===== src/hdl/ced_pkg.sv =====
// ----------------------------------------------------------------------------
// ced_pkg: shared types and constants for the capability escape decoder
// Holds the request and result payload types, the work entry passed from the
// front end to the back end, the decoder mode codes and the byte mappings.
// ----------------------------------------------------------------------------
package ced_pkg;

   localparam int LENGTH_BITS_DEFAULT = 16;
   localparam int QUEUE_DEPTH_DEFAULT = 4;

   localparam logic [7:0] ESCAPE_RESET = 8'd92;
   localparam logic [7:0] CHAR_CARET   = 8'h5e;
   localparam logic [7:0] CHAR_AT      = 8'h40;
   localparam logic [7:0] CTRL_MASK    = 8'o037;
   localparam logic [7:0] CTRL_ESC     = 8'o033;

   // Decoder modes.
   localparam logic [1:0] MODE_PLAIN = 2'd0;
   localparam logic [1:0] MODE_ESC   = 2'd1;
   localparam logic [1:0] MODE_CARET = 2'd2;
   localparam logic [1:0] MODE_OCTAL = 2'd3;

   typedef struct packed {
      logic [7:0] in_byte;
      logic       is_final;
   } req_type;

   typedef struct packed {
      logic [7:0]  out_byte;
      logic        carries_byte;
      logic        end_of_run;
      logic [15:0] decoded_length;
   } rsp_type;

   // One classified request: up to two decoded bytes and the end marker.
   typedef struct packed {
      logic [7:0] first_byte;
      logic [7:0] second_byte;
      logic [1:0] byte_count;
      logic       is_final;
   } work_type;

   function automatic logic [7:0] map_escape(input logic [7:0] b);
      logic [7:0] r;
      unique case (b)
         8'h45:   r = CTRL_ESC;  // E
         8'h72:   r = 8'o015;    // r
         8'h6e:   r = 8'o012;    // n
         8'h62:   r = 8'o010;    // b
         8'h74:   r = 8'o011;    // t
         8'h66:   r = 8'o014;    // f
         default: r = b;
      endcase
      return r;
   endfunction

   function automatic logic [7:0] map_caret(input logic [7:0] b);
      logic is_ctrl;
      is_ctrl = (b == CHAR_AT) ||
                (b >= 8'h61 && b <= 8'h7a) ||
                (b >= 8'h41 && b <= 8'h5a);
      return is_ctrl ? (b & CTRL_MASK) : b;
   endfunction

endpackage


===== src/hdl/ced_front.sv =====
// ----------------------------------------------------------------------------
// ced_front: request classifier
// Tracks the escape, caret and octal modes and turns each request into a
// work entry holding the bytes it decodes to. Owns the escape byte register.
// ----------------------------------------------------------------------------
module ced_front (
   input  logic              clock,
   input  logic              reset,
   input  logic              csr_wr_en,
   input  logic [7:0]        csr_wr_data,
   input  logic              accept,
   input  ced_pkg::req_type  req_data,
   output ced_pkg::work_type work
);

   logic [7:0] escape_ff, escape_in;
   logic [1:0] mode_ff, mode_in;
   logic [7:0] oval_ff, oval_in;
   logic [1:0] odig_ff, odig_in;
   logic [1:0] olim_ff, olim_in;

   logic [7:0] b;
   logic       is_digit;
   logic [2:0] digit;
   logic [1:0] dig_sum;
   logic [7:0] val_sum;
   logic [7:0] e0, e1;
   logic [1:0] n;

   assign b        = req_data.in_byte;
   assign is_digit = (b[7:3] == 5'b00110);
   assign digit    = b[2:0];
   assign dig_sum  = odig_ff + 2'd1;
   assign val_sum  = {oval_ff[4:0], digit};
   assign escape_in = csr_wr_en ? csr_wr_data : escape_ff;

   always_comb begin
      mode_in = mode_ff;
      oval_in = oval_ff;
      odig_in = odig_ff;
      olim_in = olim_ff;
      e0      = 8'd0;
      e1      = 8'd0;
      n       = 2'd0;
      unique case (mode_ff)
         ced_pkg::MODE_ESC: begin
            if (is_digit) begin
               oval_in = {5'd0, digit};
               odig_in = 2'd1;
               olim_in = digit[2] ? 2'd2 : 2'd3;
               mode_in = ced_pkg::MODE_OCTAL;
            end else begin
               e0      = ced_pkg::map_escape(b);
               n       = 2'd1;
               mode_in = ced_pkg::MODE_PLAIN;
            end
         end
         ced_pkg::MODE_CARET: begin
            e0      = ced_pkg::map_caret(b);
            n       = 2'd1;
            mode_in = ced_pkg::MODE_PLAIN;
         end
         ced_pkg::MODE_OCTAL: begin
            if (is_digit) begin
               oval_in = val_sum;
               odig_in = dig_sum;
               if (dig_sum >= olim_ff) begin
                  e0      = val_sum;
                  n       = 2'd1;
                  mode_in = ced_pkg::MODE_PLAIN;
               end
            end else begin
               // The pending run goes out first, then the byte is plain.
               e0 = oval_ff;
               n  = 2'd1;
               priority if (b == escape_ff) begin
                  mode_in = ced_pkg::MODE_ESC;
               end else if (b == ced_pkg::CHAR_CARET) begin
                  mode_in = ced_pkg::MODE_CARET;
               end else begin
                  e1      = b;
                  n       = 2'd2;
                  mode_in = ced_pkg::MODE_PLAIN;
               end
            end
         end
         ced_pkg::MODE_PLAIN: begin
            priority if (b == escape_ff) begin
               mode_in = ced_pkg::MODE_ESC;
            end else if (b == ced_pkg::CHAR_CARET) begin
               mode_in = ced_pkg::MODE_CARET;
            end else begin
               e0 = b;
               n  = 2'd1;
            end
         end
      endcase

      if (req_data.is_final) begin
         if (mode_in == ced_pkg::MODE_OCTAL) begin
            e0 = oval_in;
            n  = 2'd1;
         end else if (mode_in == ced_pkg::MODE_CARET) begin
            if (n == 2'd0) begin
               e0 = ced_pkg::CHAR_CARET;
            end else begin
               e1 = ced_pkg::CHAR_CARET;
            end
            n = n + 2'd1;
         end
         mode_in = ced_pkg::MODE_PLAIN;
         oval_in = 8'd0;
         odig_in = 2'd0;
         olim_in = 2'd3;
      end
   end

   assign work.first_byte  = e0;
   assign work.second_byte = e1;
   assign work.byte_count  = n;
   assign work.is_final    = req_data.is_final;

   always_ff @(posedge clock) begin
      if (reset) begin
         escape_ff <= ced_pkg::ESCAPE_RESET;
         mode_ff   <= ced_pkg::MODE_PLAIN;
         oval_ff   <= 8'd0;
         odig_ff   <= 2'd0;
         olim_ff   <= 2'd3;
      end else begin
         escape_ff <= escape_in;
         if (accept) begin
            mode_ff <= mode_in;
            oval_ff <= oval_in;
            odig_ff <= odig_in;
            olim_ff <= olim_in;
         end
      end
   end

   // While a run is open it has fewer digits than its limit.
   a_octal_open: assert property (@(posedge clock) disable iff (reset)
      mode_ff == ced_pkg::MODE_OCTAL |-> odig_ff < olim_ff)
      else $error("octal run open at its digit limit");

endmodule


===== src/hdl/ced_queue.sv =====
// ----------------------------------------------------------------------------
// ced_queue: work queue between the classifier and the emitter
// A small register queue with a fall-through head.
// ----------------------------------------------------------------------------
module ced_queue #(
   parameter int DEPTH = ced_pkg::QUEUE_DEPTH_DEFAULT
) (
   input  logic              clock,
   input  logic              reset,
   input  logic              wr_en,
   input  ced_pkg::work_type wr_data,
   output logic              full,
   input  logic              rd_en,
   output ced_pkg::work_type rd_data,
   output logic              empty
);

   localparam int PTR_BITS = $clog2(DEPTH);
   localparam int CNT_BITS = $clog2(DEPTH + 1);
   localparam logic [PTR_BITS-1:0] LAST_PTR = PTR_BITS'(DEPTH - 1);
   localparam logic [CNT_BITS-1:0] FULL_CNT = CNT_BITS'(DEPTH);

   ced_pkg::work_type        slot_ff [DEPTH];
   logic [PTR_BITS-1:0]      wptr_ff, wptr_in;
   logic [PTR_BITS-1:0]      rptr_ff, rptr_in;
   logic [CNT_BITS-1:0]      count_ff, count_in;
   logic                     do_wr, do_rd;

   assign full    = (count_ff == FULL_CNT);
   assign empty   = (count_ff == '0);
   assign do_wr   = wr_en && !full;
   assign do_rd   = rd_en && !empty;
   assign rd_data = slot_ff[rptr_ff];

   assign wptr_in = do_wr ? ((wptr_ff == LAST_PTR) ? '0 : wptr_ff + 1'b1) : wptr_ff;
   assign rptr_in = do_rd ? ((rptr_ff == LAST_PTR) ? '0 : rptr_ff + 1'b1) : rptr_ff;

   always_comb begin
      count_in = count_ff;
      if (do_wr && !do_rd) begin
         count_in = count_ff + 1'b1;
      end else if (do_rd && !do_wr) begin
         count_in = count_ff - 1'b1;
      end
   end

   always_ff @(posedge clock) begin
      if (reset) begin
         wptr_ff  <= '0;
         rptr_ff  <= '0;
         count_ff <= '0;
      end else begin
         wptr_ff  <= wptr_in;
         rptr_ff  <= rptr_in;
         count_ff <= count_in;
      end
   end

   always_ff @(posedge clock) begin
      if (do_wr) begin
         slot_ff[wptr_ff] <= wr_data;
      end
   end

   a_count_bound: assert property (@(posedge clock) disable iff (reset)
      count_ff <= FULL_CNT)
      else $error("work queue count beyond depth");

   a_ptr_gap: assert property (@(posedge clock) disable iff (reset)
      (count_ff == '0) |-> (wptr_ff == rptr_ff))
      else $error("empty work queue with pointers apart");

endmodule


===== src/hdl/ced_back.sv =====
// ----------------------------------------------------------------------------
// ced_back: result emitter
// Walks the bytes of each work entry, keeps the saturating length count and
// holds the result register that the response side pops.
// ----------------------------------------------------------------------------
module ced_back #(
   parameter int LENGTH_BITS = ced_pkg::LENGTH_BITS_DEFAULT
) (
   input  logic              clock,
   input  logic              reset,
   input  ced_pkg::work_type work,
   input  logic              work_empty,
   output logic              work_pop,
   input  logic              rsp_pop,
   output logic              rsp_valid,
   output ced_pkg::rsp_type  rsp_data
);

   localparam int WIDE_BITS = (LENGTH_BITS > 16) ? LENGTH_BITS : 16;

   logic                   sub_ff, sub_in;
   logic [LENGTH_BITS-1:0] len_ff, len_in;
   logic                   valid_ff, valid_in;
   ced_pkg::rsp_type       rsp_ff, rsp_in;

   logic                   slot_free;
   logic                   step;
   logic                   has_byte;
   logic                   last;
   logic [LENGTH_BITS-1:0] len_inc;
   logic [LENGTH_BITS-1:0] len_shown;
   logic [WIDE_BITS-1:0]   len_wide;

   assign slot_free = !valid_ff || rsp_pop;
   assign step      = slot_free && !work_empty;
   assign has_byte  = (work.byte_count != 2'd0);
   assign last      = !has_byte || (work.byte_count == 2'd1) || sub_ff;
   assign len_inc   = (len_ff == '1) ? len_ff : len_ff + 1'b1;
   assign len_shown = has_byte ? len_inc : len_ff;
   assign len_wide  = WIDE_BITS'(len_shown);
   assign work_pop  = step && last;

   always_comb begin
      sub_in   = sub_ff;
      len_in   = len_ff;
      valid_in = valid_ff;
      rsp_in   = rsp_ff;
      if (rsp_pop) begin
         valid_in = 1'b0;
      end
      if (step) begin
         valid_in              = 1'b1;
         rsp_in.out_byte       = has_byte ? (sub_ff ? work.second_byte : work.first_byte)
                                          : 8'd0;
         rsp_in.carries_byte   = has_byte;
         rsp_in.end_of_run     = work.is_final && last;
         rsp_in.decoded_length = len_wide[15:0];
         sub_in                = !last;
         len_in                = (work.is_final && last) ? '0 : len_shown;
      end
   end

   always_ff @(posedge clock) begin
      if (reset) begin
         sub_ff   <= 1'b0;
         len_ff   <= '0;
         valid_ff <= 1'b0;
      end else begin
         sub_ff   <= sub_in;
         len_ff   <= len_in;
         valid_ff <= valid_in;
      end
   end

   always_ff @(posedge clock) begin
      rsp_ff <= rsp_in;
   end

   assign rsp_valid = valid_ff;
   assign rsp_data  = rsp_ff;

   // A request that decodes to nothing only produces its end marker.
   a_empty_is_end: assert property (@(posedge clock) disable iff (reset)
      valid_ff && !rsp_ff.carries_byte |-> rsp_ff.end_of_run)
      else $error("byte-less result without end marker");

   // The second byte is only ever pending on a two-byte entry.
   a_second_byte: assert property (@(posedge clock) disable iff (reset)
      sub_ff |-> !work_empty && work.byte_count == 2'd2)
      else $error("second byte pending without a two-byte entry");

endmodule


===== src/hdl/capability_escape_decoder.sv =====
// ----------------------------------------------------------------------------
// capability_escape_decoder: capability string escape decoder
// Decodes an escaped capability string one request byte at a time into the
// bytes it stands for, with a running saturating length per string.
// ----------------------------------------------------------------------------
// Path: an accepted request reaches the result ports through the queue slot
// and then the result register. Throughput: one request per cycle while full
// is low; the emitter writes one result per cycle while its result register
// is free, so a two-byte request holds it for both bytes. Reset (synchronous,
// active high) empties the work queue and result register, returns the decoder
// to plain mode, clears the length count and sets the escape byte to backslash.
// ----------------------------------------------------------------------------
//
// The front end (ced_front) classifies each request against the current mode
// (plain, escape, caret, octal run) and the escape byte register, and turns
// it into a work entry of zero, one or two decoded bytes plus the end flag.
// A request that only opens an escape or caret produces an empty entry unless
// it is the last byte of the string; the last byte always produces at least
// one result so the end of the string is seen on the response side.
//
// The work queue (ced_queue) decouples the two sides: the front end keeps
// taking requests while the emitter is busy with a two-byte entry or while
// the response side is stalled, until the queue fills. full follows the work queue directly.
// Entries without bytes that are not the end of a string are dropped at the
// queue head, one per cycle, so they never reach the emitter.
//
// The back end (ced_back) expands each entry into results, counts the bytes
// emitted in the current string with a counter that saturates at its top, and
// clears that count after the end-of-string result.
//
module capability_escape_decoder #(
   parameter int LENGTH_BITS = ced_pkg::LENGTH_BITS_DEFAULT,
   parameter int QUEUE_DEPTH = ced_pkg::QUEUE_DEPTH_DEFAULT
) (
   input  logic             clock,
   input  logic             reset,
   // Request side
   input  logic             push,
   output logic             full,
   input  ced_pkg::req_type req_data,
   // Result side
   output logic             empty,
   input  logic             pop,
   output ced_pkg::rsp_type rsp_data,
   // Escape byte register
   input  logic             csr_wr_en,
   input  logic [7:0]       csr_wr_data
);

   ced_pkg::work_type front_work;
   ced_pkg::work_type head_work;
   ced_pkg::work_type back_work;
   logic              accept;
   logic              queue_full;
   logic              queue_empty;
   logic              queue_pop;
   logic              keep_entry;
   logic              back_empty;
   logic              back_pop;
   logic              rsp_valid;

   assign full   = queue_full;
   assign accept = push && !queue_full;

   ced_front u_front (
      .clock       (clock),
      .reset       (reset),
      .csr_wr_en   (csr_wr_en),
      .csr_wr_data (csr_wr_data),
      .accept      (accept),
      .req_data    (req_data),
      .work        (front_work)
   );

   ced_queue #(
      .DEPTH (QUEUE_DEPTH)
   ) u_queue (
      .clock   (clock),
      .reset   (reset),
      .wr_en   (accept),
      .wr_data (front_work),
      .full    (queue_full),
      .rd_en   (queue_pop),
      .rd_data (head_work),
      .empty   (queue_empty)
   );

   // An entry with no bytes and no end marker carries nothing; it is
   // discarded at the queue head so the emitter never sees it.
   assign keep_entry = (head_work.byte_count != 2'd0) || head_work.is_final;
   assign back_empty = queue_empty || !keep_entry;
   assign back_work  = head_work;

   assign queue_pop = back_pop || (!queue_empty && !keep_entry);

   ced_back #(
      .LENGTH_BITS (LENGTH_BITS)
   ) u_back (
      .clock      (clock),
      .reset      (reset),
      .work       (back_work),
      .work_empty (back_empty),
      .work_pop   (back_pop),
      .rsp_pop    (pop),
      .rsp_valid  (rsp_valid),
      .rsp_data   (rsp_data)
   );

   assign empty = !rsp_valid;

endmodule


===== config.mk =====
export PLATFORM = sky130hd
export DESIGN_NAME = capability_escape_decoder
export DESIGN_NICKNAME = d
export VERILOG_FILES = /design/src/hdl/ced_pkg.sv /design/src/hdl/ced_front.sv /design/src/hdl/ced_queue.sv /design/src/hdl/ced_back.sv /design/src/hdl/capability_escape_decoder.sv
export SDC_FILE = /design/constraint.sdc
export NUM_CORES = 1
export LEC_CHECK = 0
export BUFFER_PORTS_ARGS = -buffer_cell sky130_fd_sc_hd__buf_4
export CORE_UTILIZATION = 47
export CTS_CLUSTER_SIZE = 40
export DETAILED_ROUTE_END_ITERATION = 7
export GPL_TIMING_DRIVEN = 0
export PLACE_DENSITY = 0.78
export REMOVE_ABC_BUFFERS = 1
export SYNTH_ARGS = -nofsm -noshare
export SYNTH_HDL_FRONTEND = slang
export SYNTH_SLANG_ARGS = --single-unit

===== constraint.sdc =====
create_clock -name clock -period 3.05 [get_ports clock]
set_clock_uncertainty 0.05 [all_clocks]
set_input_delay 0.305 -clock clock [delete_from_list [all_inputs] [get_ports clock]]
set_output_delay 0.305 -clock clock [all_outputs]
set_load 0.05 [all_outputs]

==> results by stage, run 1 <==
GRT:
- The maximum number of pins on one net before global-route repair is 39.
- The wire length of the first global-routing pass is 25.1 mm.
- The initial antenna violation count came to 0.
- In the global route stage, met2 resource usage came out at 34.9%.
- The total overflow left after global routing is 0.
- The number of global-route vias before repair is 4,937.
- After global routing, the most crowded layer is met2.
- Global routing used 20.7% of the available tracks.
- Global routing used 25.3% of the available met1 tracks.
- Global routing consumed, on the met3 layer, 5.37% of the routing resources.

Power:
- Cell internal power was estimated by the tool at 4.58 mW.
- The analysis attributes to net switching a power of 2.37 mW.
- Of the total power, registers draw 39.5%.
- The reported leakage power is 2.90 nW.
- Overall power consumption after layout is estimated at 6.95 mW.
- Of the total power, the share spent switching nets is 34.1%.
- Of the total power, the clock network draws 29.2%.
- The worst voltage drop across the vdd grid is 0.355 mV.
- The total power per unit cell area is 838 nW/um2.
- The portion of total power attributed to combinational logic is 31.3%.

Cells and area:
- The area growth from synthesis to layout is 16.8%.
- The net total in the final layout is 679.
- The area of all placed cells without fillers is 8290 um2.
- The number of filler cells placed in the layout is 1,200.
- The number of inserted diodes is 0.
- Cells fill 56.6% of the core in the end.
- The fraction of final layout cells with drive strength greater than 1 is 21.1%.
- Registers take 4040 um2.
- The area of the multi-input gates is 2890 um2.

Die:
- The die area is 15,600 um2.
- The placeable core region is 14,600 um2.
- The number of rows created at floorplan is 44.
- The height of the die is 125 um.
- The floorplan step set the die width to 125 um.
- The I/O pin count is 50.
- For this configuration, the core starts out at a cell density of 48.5%.

Setup path:
- In this design, the largest share of critical-path delay is due to simple AND/OR/NAND/NOR gates.
- The worst setup path is launched from a flop.
- The data required time of the worst path is 3170 ps.
- In this run the worst path has a maximum fanout of 6.
- The worst setup path is captured at a flop.
- The critical path goes through ha_1, nor2b_1, nor2_2, nor2_1, a222oi_1, nand3_1, ha_2, or4b_4, nor4b_1, and2_4.
- On the worst path, the slowest cell contributes a delay of 560 ps.
- The worst setup path is of the flop to flop kind.
- The count of buffering cells on the critical path with inverters included is 0.
- At the worst endpoint, the arrival time is 3170 ps.
- The slowest stage of the critical path is the sky130_fd_sc_hd__or4b_4 cell.
- Across all register-to-register paths, the minimum setup slack is 3 ps.

Yosys:
- The share of the Yosys chip area taken by registers is 56.7%.
- The number of synthesized flops with an enable pin is 102.
- Among all flip-flop cells after synthesis, the most frequent one is sky130_fd_sc_hd__edfxtp_1.
- The leading area contributor after synthesis is sky130_fd_sc_hd__edfxtp_1.
- During synthesis, Yosys emitted a total of 0 warnings.
- The post-synthesis sequential element count is 150.
- Synthesis instantiated 74 different standard cells from the library.
- After synthesis, the largest area contributor takes up 43.2% of total cell area.
- The share of flip-flops with an asynchronous set or reset is 0%.
- The average cell area after synthesis is 11.9 um2.
- The post-synthesis cell count is 596.
- In the post-synthesis netlist, the biggest area contributors are sky130_fd_sc_hd__edfxtp_1, sky130_fd_sc_hd__dfxtp_1, sky130_fd_sc_hd__mux4_2.
- The mapped netlist covers 7100 um2.

Hold path:
- The min-delay analysis places its worst path in the category input port to flop.

Clock tree:
- The buffer cell driving the clock tree root is sky130_fd_sc_hd__clkbuf_16.
- In this run, CTS created clock tree buffers numbering 17.
- The TritonCTS clock tree is built.
- The clock drives 150 sinks.
- Buffers inserted to repair hold after CTS numbered 0.
- The clock-pin slew on the worst setup and hold paths is 60 ps.
- The buffer depth of the longest clock path is 2.
- In this run the number of H-tree levels came out at 4.
- The clock network latency to the later pin of the worst-skew pair is 420 ps.

Detailed routing:
- The number of remaining DRC errors is 12.
- After the first detailed-routing iteration, the DRC count stood at 427.
- The via density per instance is 6.01.
- In the final routed layout, each cell accounts on average for 18.5 um.
- The antenna violation net count after detailed routing is 0.
- The final route contains 5,073 vias.
- The total routed wirelength is 15.6 mm.
- The first TritonRoute pass finished after 7 iterations.

Placement:
- The congestion estimate from routability-driven global placement came to 0.944.
- During placement, the flow inserted port buffers numbering 49.
- The half-perimeter wire length after placement is 10.7 mm.
- Once placement finished, the instance area stood at 7550 um2.

Timing:
- The transition time at the pin with the least slew margin is 998 ps.
- In this run the tightest slew margin relative to its limit is 33.4%.
- The worst path in the final design needs a cycle of 3050 ps, including I/O delays and setup.
- After layout, the worst path uses 99.9% of the clock period.
- The maximum clock frequency is 328 MHz.
- The final count of hold timing violations was 0.
- Setup violations remaining at the end of the flow were counted as 0.
- Setup repair after global routing could not meet its margin everywhere.
- The max-slew violation count is 0.

Status:
- The run finished, with violations left.
- The final reports fail on DRC.

Run:
- The count of max-cap constraint violations is 0.
[sequential cells by signal (all words and copies together) (netlist names), named ones only]
register and cells:
u_back.len_ff 16, u_back.rsp_data 26, u_back.rsp_valid 1, u_back.sub_ff 1, u_front.escape_ff 8, u_front.mode_ff 2, u_front.odig_ff 2, u_front.olim_ff 1
u_front.oval_ff 8, u_queue.count_ff 3, u_queue.rptr_ff 2, u_queue.slot_ff 76, u_queue.wptr_ff 2
[cell type report]
type	count	share of cell area [%]
timing repair inverter	1	0.0905
clock buffer	23	5.90
inverter	22	1.07
multi-input combinational	396	34.9
clock inverter	9	1.10
tap	184	2.78
timing repair buffer	59	5.49
sequential	150	48.7
[kinds of logic (layout without fill, tap and decap cells)]
logic type      count (synthesis)  count (layout)  synth area share, %
fa+ha+maj                      10              10                 1.87
flops                         150             150                 56.7
compound gates                139             139                 13.0
mux                            31              31                 8.07
simple gates                  193             193                 14.3
xor+xnor                       23              23                 2.84
buf+inv                        50             114                 3.21
[power groups by stage]
stage / clock, mW / combinational, mW / sequential (mW)
2_1_floorplan: 0 / 0.912 / 3.34
3_5_place_dp: 0 / 2.00 / 2.86
6_report: 2.03 / 2.18 / 2.74
4_1_cts: 2.07 / 2.10 / 2.81
3_3_place_gp: 0 / 1.95 / 2.84
5_1_grt: 2.15 / 2.32 / 2.78
[synthesized netlist by cell type (3+ instances only)]
cell type,instances
sky130_fd_sc_hd__a22oi_1,13
sky130_fd_sc_hd__nand2_1,51
sky130_fd_sc_hd__clkbuf_1,18
sky130_fd_sc_hd__and2_1,11
sky130_fd_sc_hd__a32oi_1,5
sky130_fd_sc_hd__nand2b_1,7
sky130_fd_sc_hd__nor2b_1,4
sky130_fd_sc_hd__a211oi_1,7
sky130_fd_sc_hd__o31ai_1,5
sky130_fd_sc_hd__nor2_1,42
sky130_fd_sc_hd__nand3_1,14
sky130_fd_sc_hd__inv_1,19
sky130_fd_sc_hd__and3_1,3
sky130_fd_sc_hd__dfxtp_1,48
sky130_fd_sc_hd__nand4_1,11
sky130_fd_sc_hd__nor3b_1,5
sky130_fd_sc_hd__mux2i_1,10
sky130_fd_sc_hd__mux4_1,5
sky130_fd_sc_hd__ha_1,9
sky130_fd_sc_hd__a22o_1,7
sky130_fd_sc_hd__nor3_1,11
sky130_fd_sc_hd__a21oi_1,35
sky130_fd_sc_hd__o21ai_0,30
sky130_fd_sc_hd__xor2_1,9
sky130_fd_sc_hd__mux4_2,14
sky130_fd_sc_hd__buf_6,4
sky130_fd_sc_hd__nor4_1,5
sky130_fd_sc_hd__or4_1,3
sky130_fd_sc_hd__a21o_1,3
sky130_fd_sc_hd__or3_1,4
sky130_fd_sc_hd__edfxtp_1,102
sky130_fd_sc_hd__buf_2,5
sky130_fd_sc_hd__a31oi_1,10
sky130_fd_sc_hd__xnor2_1,14
[placed cells by master (no fill, tap or decap), types with 7 or more instances in the layout]
cell type	netlist	layout
sky130_fd_sc_hd__ha_1	9	8
sky130_fd_sc_hd__a22oi_1	13	13
sky130_fd_sc_hd__xor2_1	9	9
sky130_fd_sc_hd__a31oi_1	10	10
sky130_fd_sc_hd__nand2b_1	7	7
sky130_fd_sc_hd__and2_1	11	9
sky130_fd_sc_hd__nor2_1	42	40
sky130_fd_sc_hd__o21ai_0	30	27
sky130_fd_sc_hd__edfxtp_1	102	102
sky130_fd_sc_hd__xnor2_1	14	14
sky130_fd_sc_hd__nand2_1	51	51
sky130_fd_sc_hd__dfxtp_1	48	43
sky130_fd_sc_hd__nand4_1	11	11
sky130_fd_sc_hd__nor3_1	11	11
sky130_fd_sc_hd__a22o_1	7	7
sky130_fd_sc_hd__mux2i_1	10	10
sky130_fd_sc_hd__inv_1	19	18
sky130_fd_sc_hd__mux4_2	14	14
sky130_fd_sc_hd__a21oi_1	35	34
sky130_fd_sc_hd__nand3_1	14	14
sky130_fd_sc_hd__clkbuf_16	0	18
sky130_fd_sc_hd__buf_4	0	58
[timing repair]
item,in CTS,in global routing
buffers inserted,6,4
setup endpoints to repair,124,31
pin swaps,5,4
gates resized for setup,20,6
gates cloned,1,0
[worst paths after layout]
path                                end  depth (start not counted)          startpoint
setup / recovery  u_queue.slot_ff[3][3]                         10  u_front.odig_ff[0]
hold / removal     u_front.escape_ff[3]                          3      csr_wr_data[3]
setup reg to reg  u_queue.slot_ff[3][3]                         10  u_front.odig_ff[0]
hold reg to reg                    flop                          2  u_queue.rptr_ff[0]
[worst min-delay path, delay by kind of cell]
family / cells / cell delay [ps]
buffers and inverters: 1 / 80
multiplexers: 1 / 50
AND/OR/NAND/NOR: 1 / 60
[routing by layer]
metal	wire (um)	vias up
li1	-	2387
met1	6680	2459
met2	7670	199
met3	916	28
met4	368	0
met5	0	-
[through the flow]
step           worst slack (ps)  std cells  TNS, ps  hold slack, ps
2_1_floorplan              -256        568     -337             324
3_3_place_gp               -744        801   -52570             424
3_5_place_dp               -864        801   -58090             436
4_1_cts                    7.64        840        0            39.9
5_1_grt                    -101        844     -794            57.0
6_report                   2.77        844        0            55.2
Note: power is estimated with default switching activity, not from simulation.
==> run 2: changes to the inputs <==
- PLACE_DENSITY: 0.78 -> 0.75
- SYNTH_HIERARCHICAL: default -> 1
- clock period: 3.05 -> 3.31 ns (I/O delays scaled with it)
==> run 2 against run 1 <==
Compared with the run above: the run now ends clean; critical path type unchanged; register-to-register slack better by 150 ps; sequential power is 5% lower; critical endpoint is now u_queue/count_ff[2]; flip-flop and latch count stayed put; final cell count grew 7.0%; clock power down 5%.
==> results by stage, run 2 <==
Status:
- The flow ran to the end, and the final reports show no timing, DRC or antenna violations.

GRT:
- The initial antenna violation count is 0 (unchanged).
- The number of global-route vias before repair was 5,243 (+6.2%).
- The total global routing overflow is 0 (unchanged).
- The global routing usage summed across all routing layers was 21.2% (+0.46 points).
- The maximum number of pins on one net before global-route repair is 38 (-2.6%).
- The wire length of the first global-routing pass came to 26.8 mm (+6.8%).

Setup path:
- The register-to-register setup slack came to 150 ps (+150 ps).
- The top fanout value on the critical path is 5 (-1).
- In this run the worst setup path terminates at u_queue/count_ff[2].
- The worst reg2reg path depth is 13 (+3).
- The stage delay of the slowest cell on the critical path came to 550 ps (about the same).
- The path length in cells of the critical path came to 13 (+3).
- The endpoint identified for the worst register-to-register timing path is u_queue/count_ff[2].
- The setup path with the least slack is of type flop to flop.
- The slowest stage of the critical path is the sky130_fd_sc_hd__mux4_2 cell.
- The critical path launch point type is a flop.
- The data required time of the worst path was 3610 ps (+440 ps).
- The critical path goes through mux4_2, nor3_4, or2_4, inv_2, and3_1, a21o_1, o31ai_4, ha_2, inv_1, fa_1, xor2_1, or3_1, a21oi_2.
- The count of buffering cells on the critical path with inverters included is 2 (+2).
- The endpoint arrival time on the critical path is 3460 ps (+290 ps).
- STA classifies the critical path endpoint as a flop.
- Among cell families on the critical path, the largest total delay comes from simple AND/OR/NAND/NOR gates.

Die:
- The number of rows created at floorplan is 46 (+4.5%).
- The die area is 16,600 um2 (+6.4%).
- The initial cell density of the core is 48.0% (-0.52 points).
- The I/O pin count is 50 (unchanged).
- The die width is 129 um (+3.2%).
- The placeable core region is 15,800 um2 (+7.7%).
- The height of the die came to 129 um (+3.2%).

Detailed routing:
- The antenna violation net count after detailed routing is 0 (unchanged).
- The number of remaining DRC errors is 0 (-12).
- The total routed wirelength is 17.0 mm (+8.7%).
- The via density per instance is 6.11 (+1.7%).
- The number of DRC violations after detailed-routing iteration 0 came to 600 (+41%).
- The detailed-route wire length per cell is 18.8 um (+1.6%).
- The first-pass iteration count of the detailed router is 5 (-2).
- The total via count after detailed routing is 5,518 (+8.8%).

Power:
- The proportion of power drawn by flip-flops and latches is 39.6% (about the same).
- The reported leakage power came to 3.05 nW (+5.3%).
- The portion of total power attributed to combinational logic is 31.0% (-0.3 points).
- The worst voltage drop across the vdd grid came to 0.428 mV (+21%).
- The switching power share of the total is 33.6% (-0.46 points).
- The clock network fraction of total power is 29.4% (+0.2 points).
- The total power per unit cell area is 753 nW/um2 (-10%).
- The switching component of the power is 2.21 mW (-6.9%).
- The internal power came to 4.35 mW (-5.0%).

Placement:
- The count of input and output buffers was 49 (unchanged).
- The count of placed standard cells including taps is 858 (+7.1%).
- The half-perimeter wire length after placement is 11.3 mm (+5.2%).
- The placer congestion estimate is 0.907 (-3.8%).
- The post-detailed-placement cell area was 7950 um2 (+5.3%).
- The worst setup slack after placement is -1100 ps (-239 ps).

Cells and area:
- u_queue/slot_ff holds more flip-flops than any other register.
- The final non-filler cell total is 903 (+7.0%).
- The area of all placed cells without fillers is 8720 um2 (+5.1%).
- The fraction of final layout cells with drive strength greater than 1 was 22.3% (+1.2 points).
- The area growth from synthesis to layout is 15.3%.
- The net total in the final layout was 706 (+4.0%).
- The flip-flop count of the largest register after layout was 76 (unchanged).
- Leaving out fill and tap cells, the most frequent cells in the layout are sky130_fd_sc_hd__edfxtp_1, sky130_fd_sc_hd__buf_4, sky130_fd_sc_hd__dfxtp_1, sky130_fd_sc_hd__nor2_1, sky130_fd_sc_hd__nand2_1.
- The number of filler cells placed in the layout came to 1,337 (+11%).
- The number of inserted diodes was 0 (unchanged).
- The most common library cell in the layout ignoring fill and taps is sky130_fd_sc_hd__edfxtp_1.

Clock tree:
- The maximum level of the CTS H-tree is 4 (unchanged).
- The buffer cell driving the clock tree root is sky130_fd_sc_hd__clkbuf_16.
- TritonCTS built the clock tree.
- The number of buffers inserted for hold repair after clock tree synthesis came to 0 (unchanged).
- The clock-pin slew on the worst setup and hold paths is 50 ps (about the same).
- The number of CTS-inserted buffers was 17 (unchanged).
- The total clock sinks is 150 (unchanged).
- The clock network latency to the later pin of the worst-skew pair is 420 ps (about the same).
- The buffer depth of the longest clock path came to 2 (unchanged).

Timing:
- The final count of hold timing violations was 0 (unchanged).
- The final-report setup violation count came to 0 (unchanged).
- The final worst setup slack was 149 ps (+146 ps).
- The max-slew violation count is 0 (unchanged).
- The period utilization is 95.5% (-4.4 points).
- The maximum clock frequency is 316 MHz (-3.6%).
- The shortest period the worst path allows is 3160 ps (+114 ps).
- Setup repair after global routing left no endpoint under its margin.
- The relative slew slack is 18.5% (-15 points).
- The transition time at the pin with the least slew margin is 1210 ps (+215 ps).

Hold path:
- The worst hold path belongs to the class input port to flop.

Yosys:
- The number of distinct library cell variants in the gate-level netlist after synthesis was 89 (+20%).
- The fraction of post-synthesis cell area in the top cell type by area is 40.5% (-2.6 points).
- The netlist area before placement came to 7560 um2 (+6.5%).
- The average cell area after synthesis is 11.9 um2 (-0.32%).
- The Yosys warning count is 6 (+6).
- The post-synthesis cell count was 637 (+6.9%).
- The post-synthesis sequential element count is 150 (unchanged).
- The most common cell in the synthesized netlist is sky130_fd_sc_hd__edfxtp_1.
- The share of flip-flops with an asynchronous set or reset is 0% (unchanged).
- Counting instances in the post-synthesis netlist gives the leading cell types as sky130_fd_sc_hd__edfxtp_1, sky130_fd_sc_hd__dfxtp_1, sky130_fd_sc_hd__nor2_1.
- By area the synthesized netlist is led by sky130_fd_sc_hd__edfxtp_1, sky130_fd_sc_hd__dfxtp_1, sky130_fd_sc_hd__mux4_2.
- The leading area contributor after synthesis is sky130_fd_sc_hd__edfxtp_1.
- The sequential share of the synthesized area is 53.2% (-3.5 points).
- The flip-flop cell with the highest count after synthesis is sky130_fd_sc_hd__edfxtp_1.
- The number of synthesized flops with an enable pin was 102 (unchanged).

Run:
- The count of max-cap constraint violations is 0 (unchanged).
## run 2: area by class of cell
cell class	count	area [um2]	share of cell area, %
Timing Repair Buffer	62	465	5.34
Clock buffer	24	462	5.30
Inverter	23	105	1.21
Sequential cell	150	4030	46.3
Multi-Input combinational cell	420	3250	37.3
Tap cell	216	270	3.10
Clock inverter	8	125	1.44
## run 2: metal layers
metal | track usage [%] | routed length, um | vias to the layer above
met5 | 0 | 0 | -
met4 | 9.76 | 347 | 0
met3 | 4.12 | 981 | 29
met2 | 34.8 | 8420 | 234
met1 | 27.1 | 7250 | 2729
li1 | - | - | 2526
## run 2: kinds of logic after synthesis
logic type / Yosys count / share of synthesized area (%)
XOR/XNOR: 24 / 2.78
AO/OA/AOI/OAI: 149 / 14.8
adder cells (fa/ha/maj): 10 / 1.75
buffers and inverters: 67 / 4.68
AND/OR/NAND/NOR: 200 / 14.7
flip-flops: 150 / 53.2
multiplexers: 37 / 8.11
## run 2: through the flow
| step | hold WS (ps) | TNS, ps | utilization [%] | total power, mW |
|---|---|---|---|---|
| after detailed placement | 444 | -25480 | 50.4 | 4.58 |
| after global placement | 425 | -20880 | 50.4 | 4.51 |
| after floorplan | 350 | -743 | - | 4.02 |
| after CTS | 53.7 | 0 | 54.5 | 6.55 |
| after global routing | 65.6 | 0 | 55.3 | 6.82 |
| final | 71.7 | 0 | 55.3 | 6.56 |
## run 2: power groups by stage
stage                     logic [mW]  clock network [mW]  registers, mW
after global placement          1.84                   0           2.67
after global routing            2.15                2.04           2.64
after detailed placement        1.89                   0           2.69
after CTS                       1.97                1.97           2.61
after floorplan                0.831                   0           3.19
final                           2.03                1.93           2.60
## run 2: how the worst min path moves through the flow
stage	startpoint	to	cells past startpoint
4_1_cts	csr_wr_data[4]	u_front/escape_ff[4]	2
5_1_grt	csr_wr_data[4]	u_front/escape_ff[4]	2
3_3_place_gp	u_queue/rptr_ff[0]	u_queue/rptr_ff[0]	2
6_report	csr_wr_data[4]	u_front/escape_ff[4]	2
3_5_place_dp	u_queue/rptr_ff[0]	u_queue/rptr_ff[0]	2
2_1_floorplan	reset	u_back/rsp_valid	1
## run 2: repair_timing
item | 4_1_cts | 5_1_grt
hold endpoints to repair | 0 | 0
setup buffers | 4 | 9
endpoints found under the setup margin | 87 | 17
resized for setup | 9 | 13
pin swaps | 1 | 5
